<file path="config.mk">
export PLATFORM = sky130hd
export DESIGN_NAME = disk_request_seek_sort_queue_top
export DESIGN_NICKNAME = d
export VERILOG_FILES = /design/src/dsq_pkg.sv /design/src/dsq_ram.sv /design/src/dsq_core.sv /design/src/disk_request_seek_sort_queue_top.sv
export SDC_FILE = /design/constraint.sdc
export NUM_CORES = 1
export LEC_CHECK = 0
export ABC_AREA = 0
export BUFFER_PORTS_ARGS = -buffer_cell sky130_fd_sc_hd__buf_4
export CELL_PAD_IN_SITES_DETAIL_PLACEMENT = 0
export CELL_PAD_IN_SITES_GLOBAL_PLACEMENT = 1
export CORE_MARGIN = 2
export CORE_UTILIZATION = 50
export CTS_CLUSTER_DIAMETER = 120
export DETAILED_ROUTE_END_ITERATION = 16
export HOLD_SLACK_MARGIN = 0.03
export PLACE_DENSITY = 0.74
export SLEW_MARGIN = 15
export SYNTH_ARGS = -nofsm -noshare
export SYNTH_HDL_FRONTEND = slang
export SYNTH_SLANG_ARGS = --single-unit
</file>
<file path="constraint.sdc">
create_clock -name clk -period 8.1 [get_ports clk]
set_input_delay 1.62 -clock clk [delete_from_list [all_inputs] [get_ports clk]]
set_output_delay 1.62 -clock clk [all_outputs]
set_load 0.05 [all_outputs]
</file>
<file path="src/dsq_pkg.sv">
package dsq_pkg;

	localparam int QUEUE_DEPTH_DEF   = 16;
	localparam int CYLINDER_BITS_DEF = 16;
	localparam int TAG_BITS          = 8;

	localparam logic B_READ = 1'b1;

	typedef enum logic {
		CMD_INSERT = 1'b0,
		CMD_REMOVE = 1'b1
	} cmd_t;

	typedef enum logic [1:0] {
		ST_DONE  = 2'd0,
		ST_FULL  = 2'd1,
		ST_EMPTY = 2'd2
	} status_t;

	typedef enum logic [2:0] {
		S_IDLE,
		S_PREP,
		S_SCAN,
		S_LINK1,
		S_LINK2,
		S_POP,
		S_RESP
	} state_t;

	typedef struct packed {
		logic    valid;
		status_t status;
	} res_ctl_t;

endpackage

</file>
<file path="src/dsq_ram.sv">
module dsq_ram #(
	parameter int WIDTH = 8,
	parameter int DEPTH = 16
) (
	input  logic                     clk,
	input  logic                     we,
	input  logic [$clog2(DEPTH)-1:0] waddr,
	input  logic [WIDTH-1:0]         wdata,
	input  logic [$clog2(DEPTH)-1:0] raddr,
	output logic [WIDTH-1:0]         rdata
);

	logic [WIDTH-1:0] mem [DEPTH];

	always_ff @(posedge clk) begin
		if (we) begin
			mem[waddr] <= wdata;
		end
		rdata <= mem[raddr];
	end

endmodule

</file>
<file path="src/dsq_core.sv">
module dsq_core #(
	parameter int QUEUE_DEPTH   = dsq_pkg::QUEUE_DEPTH_DEF,
	parameter int CYLINDER_BITS = dsq_pkg::CYLINDER_BITS_DEF
) (
	input  logic                               clk,
	input  logic                               arst_n,
	input  logic                               in_valid,
	output logic                               in_ready,
	input  logic                               command,
	input  logic                               is_read,
	input  logic [CYLINDER_BITS-1:0]           cylinder,
	input  logic [dsq_pkg::TAG_BITS-1:0]       tag,
	output dsq_pkg::res_ctl_t                  res_ctl,
	input  logic                               res_ready,
	output logic [dsq_pkg::TAG_BITS-1:0]       res_tag,
	output logic                               res_is_read,
	output logic [CYLINDER_BITS-1:0]           res_cylinder,
	output logic [$clog2(QUEUE_DEPTH+1)-1:0]   res_occupancy
);

	localparam int PW = $clog2(QUEUE_DEPTH);
	localparam int CW = $clog2(QUEUE_DEPTH + 1);
	localparam int TW = dsq_pkg::TAG_BITS;
	localparam int DW = 1 + CYLINDER_BITS + TW;

	dsq_pkg::state_t  state_q, state_d;
	dsq_pkg::status_t status_q;

	logic                     cmd_q;
	logic                     rd_q;
	logic [CYLINDER_BITS-1:0] cyl_q;
	logic [TW-1:0]            tag_q;

	logic [CW-1:0] count_q;
	logic [CW-1:0] alloc_q;
	logic [CW-1:0] left_q;
	logic [PW-1:0] head_q;
	logic [PW-1:0] tail_q;
	logic [PW-1:0] free_head_q;
	logic [PW-1:0] new_q;
	logic [PW-1:0] ptr_q;

	logic                     have_q;
	logic [PW-1:0]            cand_q;
	logic [CYLINDER_BITS-1:0] cand_cyl_q;
	logic [PW-1:0]            cand_next_q;

	logic [TW-1:0]            res_tag_q;
	logic                     res_rd_q;
	logic [CYLINDER_BITS-1:0] res_cyl_q;

	logic          d_we, l_we;
	logic [PW-1:0] d_waddr, l_waddr, d_raddr, l_raddr;
	logic [DW-1:0] d_wdata, d_rdata;
	logic [PW-1:0] l_wdata, l_rdata;

	logic                     e_rd;
	logic [CYLINDER_BITS-1:0] e_cyl;
	logic [TW-1:0]            e_tag;
	logic                     stop, skip, fits, take, scan_last;
	logic                     alloc_full;
	logic [PW-1:0]            new_slot;

	assign e_rd  = d_rdata[DW-1];
	assign e_cyl = d_rdata[TW +: CYLINDER_BITS];
	assign e_tag = d_rdata[TW-1:0];

	// seek order candidate rule for one queued entry
	assign stop      = rd_q && (e_rd != dsq_pkg::B_READ);
	assign skip      = !rd_q && (e_rd == dsq_pkg::B_READ);
	assign fits      = (e_cyl <= cyl_q) && (!have_q || (e_cyl >= cand_cyl_q));
	assign take      = stop ? !have_q : (!skip && fits);
	assign scan_last = stop || (left_q == CW'(1));

	assign alloc_full = (alloc_q == CW'(QUEUE_DEPTH));
	assign new_slot   = alloc_full ? free_head_q : alloc_q[PW-1:0];

	dsq_ram #(.WIDTH(DW), .DEPTH(QUEUE_DEPTH)) u_data_ram (
		.clk   (clk),
		.we    (d_we),
		.waddr (d_waddr),
		.wdata (d_wdata),
		.raddr (d_raddr),
		.rdata (d_rdata)
	);

	dsq_ram #(.WIDTH(PW), .DEPTH(QUEUE_DEPTH)) u_link_ram (
		.clk   (clk),
		.we    (l_we),
		.waddr (l_waddr),
		.wdata (l_wdata),
		.raddr (l_raddr),
		.rdata (l_rdata)
	);

	always_ff @(posedge clk or negedge arst_n) begin
		if (!arst_n) begin
			state_q <= dsq_pkg::S_IDLE;
		end else begin
			state_q <= state_d;
		end
	end

	always_comb begin
		state_d  = state_q;
		in_ready = 1'b0;
		d_raddr  = head_q;
		l_raddr  = head_q;
		d_we     = 1'b0;
		d_waddr  = new_q;
		d_wdata  = {rd_q, cyl_q, tag_q};
		l_we     = 1'b0;
		l_waddr  = new_q;
		l_wdata  = cand_next_q;
		case (state_q)
			dsq_pkg::S_IDLE: begin
				in_ready = 1'b1;
				if (command == dsq_pkg::CMD_INSERT) begin
					l_raddr = free_head_q;
				end
				if (in_valid) begin
					if (command == dsq_pkg::CMD_INSERT) begin
						state_d = (count_q == CW'(QUEUE_DEPTH)) ? dsq_pkg::S_RESP
							: dsq_pkg::S_PREP;
					end else begin
						state_d = (count_q == '0) ? dsq_pkg::S_RESP : dsq_pkg::S_POP;
					end
				end
			end
			dsq_pkg::S_PREP: begin
				if (count_q == '0) begin
					d_we    = 1'b1;
					d_waddr = new_slot;
					state_d = dsq_pkg::S_RESP;
				end else begin
					state_d = dsq_pkg::S_SCAN;
				end
			end
			dsq_pkg::S_SCAN: begin
				d_raddr = l_rdata;
				l_raddr = l_rdata;
				if (scan_last) begin
					state_d = dsq_pkg::S_LINK1;
				end
			end
			dsq_pkg::S_LINK1: begin
				d_we    = 1'b1;
				l_we    = 1'b1;
				state_d = dsq_pkg::S_LINK2;
			end
			dsq_pkg::S_LINK2: begin
				l_we    = 1'b1;
				l_waddr = have_q ? cand_q : tail_q;
				l_wdata = new_q;
				state_d = dsq_pkg::S_RESP;
			end
			dsq_pkg::S_POP: begin
				// freed head goes onto the free list
				l_we    = 1'b1;
				l_waddr = head_q;
				l_wdata = free_head_q;
				state_d = dsq_pkg::S_RESP;
			end
			dsq_pkg::S_RESP: begin
				if (res_ready) begin
					state_d = dsq_pkg::S_IDLE;
				end
			end
			default: begin
				state_d = dsq_pkg::S_IDLE;
			end
		endcase
	end

	always_ff @(posedge clk or negedge arst_n) begin
		if (!arst_n) begin
			count_q     <= '0;
			alloc_q     <= '0;
			head_q      <= '0;
			tail_q      <= '0;
			free_head_q <= '0;
			have_q      <= 1'b0;
			left_q      <= '0;
		end else begin
			case (state_q)
				dsq_pkg::S_PREP: begin
					if (alloc_full) begin
						free_head_q <= l_rdata;
					end else begin
						alloc_q <= alloc_q + CW'(1);
					end
					if (count_q == '0) begin
						head_q  <= new_slot;
						tail_q  <= new_slot;
						count_q <= count_q + CW'(1);
					end else begin
						left_q <= count_q;
						have_q <= 1'b0;
					end
				end
				dsq_pkg::S_SCAN: begin
					left_q <= left_q - CW'(1);
					if (take) begin
						have_q <= 1'b1;
					end
				end
				dsq_pkg::S_LINK2: begin
					if (!have_q || (cand_q == tail_q)) begin
						tail_q <= new_q;
					end
					count_q <= count_q + CW'(1);
				end
				dsq_pkg::S_POP: begin
					head_q      <= l_rdata;
					free_head_q <= head_q;
					count_q     <= count_q - CW'(1);
				end
				default: begin
				end
			endcase
		end
	end

	always_ff @(posedge clk) begin
		case (state_q)
			dsq_pkg::S_IDLE: begin
				if (in_valid) begin
					cmd_q     <= command;
					rd_q      <= is_read;
					cyl_q     <= cylinder;
					tag_q     <= tag;
					res_tag_q <= '0;
					res_rd_q  <= 1'b0;
					res_cyl_q <= '0;
					if (command == dsq_pkg::CMD_INSERT) begin
						status_q <= (count_q == CW'(QUEUE_DEPTH)) ? dsq_pkg::ST_FULL
							: dsq_pkg::ST_DONE;
					end else begin
						status_q <= (count_q == '0) ? dsq_pkg::ST_EMPTY : dsq_pkg::ST_DONE;
					end
				end
			end
			dsq_pkg::S_PREP: begin
				new_q <= new_slot;
				ptr_q <= head_q;
			end
			dsq_pkg::S_SCAN: begin
				ptr_q <= l_rdata;
				if (take) begin
					cand_q      <= ptr_q;
					cand_cyl_q  <= e_cyl;
					cand_next_q <= l_rdata;
				end
			end
			dsq_pkg::S_POP: begin
				res_tag_q <= e_tag;
				res_rd_q  <= e_rd;
				res_cyl_q <= e_cyl;
			end
			default: begin
			end
		endcase
	end

	assign res_ctl.valid  = (state_q == dsq_pkg::S_RESP);
	assign res_ctl.status = status_q;
	assign res_tag        = res_tag_q;
	assign res_is_read    = res_rd_q;
	assign res_cylinder   = res_cyl_q;
	assign res_occupancy  = count_q;

`ifndef SYNTHESIS
	a_count_max: assert property (@(posedge clk) disable iff (!arst_n)
		count_q <= CW'(QUEUE_DEPTH))
		else $error("queue count above depth");
	a_alloc_cover: assert property (@(posedge clk) disable iff (!arst_n)
		alloc_q >= count_q)
		else $error("fill mark below queue count");
	a_scan_left: assert property (@(posedge clk) disable iff (!arst_n)
		state_q == dsq_pkg::S_SCAN |-> left_q != '0)
		else $error("scan past end of queue");
	a_pop_dec: assert property (@(posedge clk) disable iff (!arst_n)
		state_q == dsq_pkg::S_POP |=> count_q == $past(count_q) - CW'(1))
		else $error("remove did not shrink queue");
	a_cmd_hold: assert property (@(posedge clk) disable iff (!arst_n)
		state_q == dsq_pkg::S_SCAN |-> cmd_q == dsq_pkg::CMD_INSERT)
		else $error("scan on a remove transaction");
`endif

endmodule

</file>
<file path="src/disk_request_seek_sort_queue_top.sv">
// channel  | handshake          | payload
// ---------+--------------------+--------------------------------------------------
// in       | in_valid/in_ready  | command, is_read, cylinder, tag
// out      | out_valid/out_ready| status, out_tag, out_is_read, out_cylinder, occupancy
//
// requests live in a linked list in two one-port-read rams (entry data, next links);
// insert walks the list from the head one entry per cycle, no walk on an empty queue;
// remove unlinks the head in the pop state; a refused transaction (full or empty)
// goes straight from idle to the response state
// reset clears counts and pointers only, the rams need no clearing pass
// a transaction is taken while the previous result still waits in the output register
module disk_request_seek_sort_queue_top #(
	parameter int QUEUE_DEPTH   = dsq_pkg::QUEUE_DEPTH_DEF,
	parameter int CYLINDER_BITS = dsq_pkg::CYLINDER_BITS_DEF
) (
	input  logic                              clk,
	input  logic                              arst_n,
	input  logic                              in_valid,
	output logic                              in_ready,
	input  logic                              command,
	input  logic                              is_read,
	input  logic [CYLINDER_BITS-1:0]          cylinder,
	input  logic [dsq_pkg::TAG_BITS-1:0]      tag,
	output logic                              out_valid,
	input  logic                              out_ready,
	output logic [1:0]                        status,
	output logic [dsq_pkg::TAG_BITS-1:0]      out_tag,
	output logic                              out_is_read,
	output logic [CYLINDER_BITS-1:0]          out_cylinder,
	output logic [$clog2(QUEUE_DEPTH+1)-1:0]  occupancy
);

	localparam int CW = $clog2(QUEUE_DEPTH + 1);

	dsq_pkg::res_ctl_t                res_ctl;
	logic                             res_ready;
	logic [dsq_pkg::TAG_BITS-1:0]     res_tag;
	logic                             res_is_read;
	logic [CYLINDER_BITS-1:0]         res_cylinder;
	logic [CW-1:0]                    res_occupancy;

	logic                             out_valid_q;
	dsq_pkg::status_t                 status_q;
	logic [dsq_pkg::TAG_BITS-1:0]     tag_q;
	logic                             rd_q;
	logic [CYLINDER_BITS-1:0]         cyl_q;
	logic [CW-1:0]                    occ_q;

	dsq_core #(
		.QUEUE_DEPTH   (QUEUE_DEPTH),
		.CYLINDER_BITS (CYLINDER_BITS)
	) u_core (
		.clk           (clk),
		.arst_n        (arst_n),
		.in_valid      (in_valid),
		.in_ready      (in_ready),
		.command       (command),
		.is_read       (is_read),
		.cylinder      (cylinder),
		.tag           (tag),
		.res_ctl       (res_ctl),
		.res_ready     (res_ready),
		.res_tag       (res_tag),
		.res_is_read   (res_is_read),
		.res_cylinder  (res_cylinder),
		.res_occupancy (res_occupancy)
	);

	assign res_ready = !out_valid_q || out_ready;

	always_ff @(posedge clk or negedge arst_n) begin
		if (!arst_n) begin
			out_valid_q <= 1'b0;
		end else if (res_ready) begin
			out_valid_q <= res_ctl.valid;
		end
	end

	always_ff @(posedge clk) begin
		if (res_ready && res_ctl.valid) begin
			status_q <= res_ctl.status;
			tag_q    <= res_tag;
			rd_q     <= res_is_read;
			cyl_q    <= res_cylinder;
			occ_q    <= res_occupancy;
		end
	end

	assign out_valid    = out_valid_q;
	assign status       = status_q;
	assign out_tag      = tag_q;
	assign out_is_read  = rd_q;
	assign out_cylinder = cyl_q;
	assign occupancy    = occ_q;

endmodule

</file>
==> flow_metrics.env <==
export IMPL_status="finished, final reports clean"
export IMPL_wirelength_mm=60.3
export IMPL_clkSinkCount=641
export IMPL_design_area_sq_um=29200
export IMPL_rsz0062_at_grt="false"
export IMPL_ys_seq_area_share_pct=73.4
export IMPL_async_flop_share_pct=4.99
export IMPL_crit_arrival_ns=4.98
export IMPL_wl_per_cell_microns=22.8
export IMPL_yosysWarningCount=0
export IMPL_min_path_type="reg2reg"
export IMPL_numPortBuffers=63
export IMPL_clock_fmax_ghz=0.210
export IMPL_syn_area_sq_um=25600
export IMPL_r2r_setup_slack_ns=3.33
export IMPL_synth_top_cell_area_share_pct=68.0
export IMPL_syn_area_per_cell_sq_um=13.9
export IMPL_ys_flop_type="edfxtp_1"
export IMPL_ys_seq_elements=641
export IMPL_post_cts_setup_buffer_count=0
export IMPL_start_util_pct=50.8
export IMPL_grt_pass1_vias=14554
export IMPL_cts_tree="built"
export IMPL_grt_overflow=0
export IMPL_die_y_microns=230
export IMPL_holdPathEnd="out_cylinder[0]"
export IMPL_pin_count=64
export IMPL_report_final_slew_viol_count=0
export IMPL_grt_pass1_wl_mm=90.2
export IMPL_total_power_mw=11.4
export IMPL_worst_path_max_fanout=27
export IMPL_reg2reg_depth=5
export IMPL_dpl_instance_area_sq_um=27000
export IMPL_vias_per_cell=5.76
export IMPL_num_vias=15267
export IMPL_fin_setup_tns_ns=0
export IMPL_clockBufferDepth=3
export IMPL_synth_edff_count=580
export IMPL_fin_ws_ns=3.33
export IMPL_grt_usage_pct=23.0
export IMPL_drc=0
export IMPL_leakagePower_nw=10.6
export IMPL_cts_hold_buffers=0
export IMPL_synth_area_leaders="edfxtp_1, nand2_1, dfrtp_1, dfxtp_1, mux2i_1"
export IMPL_clockRootBuffer="clkbuf_16"
export IMPL_crit_required_ns=8.31
export IMPL_irDropWorstVdd_mv=0.244
export IMPL_hold_depth=0
export IMPL_clk_pin_slew_ns=0.06
export IMPL_reg2reg_to="u_core.u_data_ram.mem[3][12]"
export IMPL_setup_viol=0
export IMPL_regToRegStartpoint="u_core.state_q[1]"
export IMPL_finalHoldViolCount=0
export IMPL_row_count=82
export IMPL_fin_nets=1995
export IMPL_synth_cell_types=69
export IMPL_die_width_microns=230
export IMPL_slew_limit_headroom_pct=27.7
export IMPL_n_antenna_cell=0
export IMPL_holdCritStartpoint="u_core.res_cylinder[0]"
export IMPL_max_cap_violations=0
export IMPL_syn_num_nets=1912
export IMPL_netlist_instances=1842
export IMPL_dp_slack_ns=3.41
export IMPL_gp_congestion=0.798
export IMPL_antenna_found_initial=2
export IMPL_critPathLaunchType="register"
export IMPL_end_kind="register"
export IMPL_h_tree_depth=3
export IMPL_fin_crit_ns=4.77
export IMPL_period_share_pct=58.8
export IMPL_drtIter0Drc=1628
export IMPL_core_area_sq_um=50400
export IMPL_clk_insertion_delay_late_ns=0.61
export IMPL_grt_max_degree=87
export IMPL_worst_pin_slew_ns=1.08
export IMPL_hpwl_mm=35.1
export IMPL_yosysMostFrequentCell="edfxtp_1"
export IMPL_cts_buffers=67
export IMPL_area_growth_pct=14.0
export IMPL_crit_type="reg2reg"
export IMPL_fin_skew_ns=0.0291
export IMPL_drive_above_1_share_pct=12.5
export IMPL_drtAntennaViolNets=0
export IMPL_die_area_sq_um=53000
export IMPL_cts_resized=0
export IMPL_synth_top_cells_by_count="edfxtp_1, nand2_1, nand3_1"
export IMPL_synth_largest_area_cell="edfxtp_1"
export IMPL_power_density_nw_per_um2=392
export IMPL_drtPass1Iterations=5
routing by layer:
layer / share of wire [%] / track usage (%) / vias to the layer above
met5: 0 / 0 / -
met4: 2.5 / 7.70 / 0
met3: 7.2 / 4.44 / 94
met2: 46 / 36.1 / 566
met1: 44 / 32.5 / 7613
li1: - / - / 6994
cell usage in the layout, fill, tap and decap left out, drive strengths merged, types with 8 or more instances in the layout:
cell type / n
a21oi: 30
a31oi: 27
a32oi: 27
and3: 25
buf: 102
clkbuf: 93
clkinv: 20
dfrtp: 32
dfxtp: 29
edfxtp: 580
ha: 39
inv: 54
mux2i: 58
mux4: 16
nand2: 446
nand2b: 14
nand3: 113
nor2: 46
nor2b: 8
nor3: 23
o21ai: 81
o221ai: 25
xnor2: 9
through the flow:
step	hold WS [ns]	cells	util [%]
5_1_grt	0.421	2650	57.9
6_report	0.415	2650	57.9
2_1_floorplan	0.400	1842	-
3_3_place_gp	0.403	2527	53.5
4_1_cts	0.416	2649	57.9
3_5_place_dp	0.405	2527	53.5
logic make-up (layout without fill, tap and decap cells):
group | Yosys count | in the layout | share of synthesized area, %
AOI/OAI and AO/OA | 227 | 227 | 5.94
adders and majority gates | 40 | 40 | 1.98
buffers and inverters | 140 | 276 | 2.20
and+or+nand+nor | 702 | 702 | 11.9
xor gates and xnor gates | 13 | 13 | 0.445
DFF | 641 | 641 | 73.4
muxes | 79 | 79 | 4.09
area by class of cell:
type / count / area (sq um)
flip-flops and latches: 641 / 18800
clock buffers: 93 / 1890
well taps: 672 / 841
multi-input cells: 1061 / 6370
fillers: 3881 / 21200
clock inverters: 29 / 303
repair buffers: 102 / 769
inverters: 52 / 200
sequential cells by signal, indices dropped and copies added (netlist names), 5 cells and up:
signal,count
out_cylinder,16
u_core.res_occupancy,5
u_core.u_data_ram.rdata,25
u_core.cyl_q,16
u_core.alloc_q,5
u_core.res_cylinder,16
out_tag,8
u_core.cand_cyl_q,16
u_core.u_link_ram.mem,64
u_core.res_tag,8
u_core.tag_q,8
u_core.u_data_ram.mem,400
occupancy,5
u_core.left_q,5
worst max-delay path, stage by stage, from the launching register on:
cell     delay [ns]
dfrtp_1        0.71
or3b_2         0.67
nor3_2         0.74
mux2i_1        0.93
nand2_1        0.47
nor2_4         0.84
worst max-delay path by stage:
| stage | from | endpoint | slack (ns) | cells past startpoint |
|---|---|---|---|---|
| floorplan | u_core.state_q[2] | u_core.u_data_ram.mem[6][0] | 3.98 | 6 |
| global placement | u_core.state_q[1] | u_core.u_data_ram.mem[3][13] | 3.60 | 5 |
| detailed placement | u_core.state_q[1] | u_core.u_data_ram.mem[2][12] | 3.41 | 5 |
| CTS | u_core.state_q[1] | u_core.u_data_ram.mem[2][12] | 3.36 | 5 |
| global route | u_core.state_q[1] | u_core.u_data_ram.mem[2][12] | 3.10 | 5 |
| finish | u_core.state_q[1] | u_core.u_data_ram.mem[3][12] | 3.33 | 5 |
power by group:
part,switching [mW],internal [mW],total (mW)
clock network,1.23,1.83,3.06
registers,0.428,4.17,4.60
logic,2.55,1.23,3.78
(Power assumes the default switching activity.)
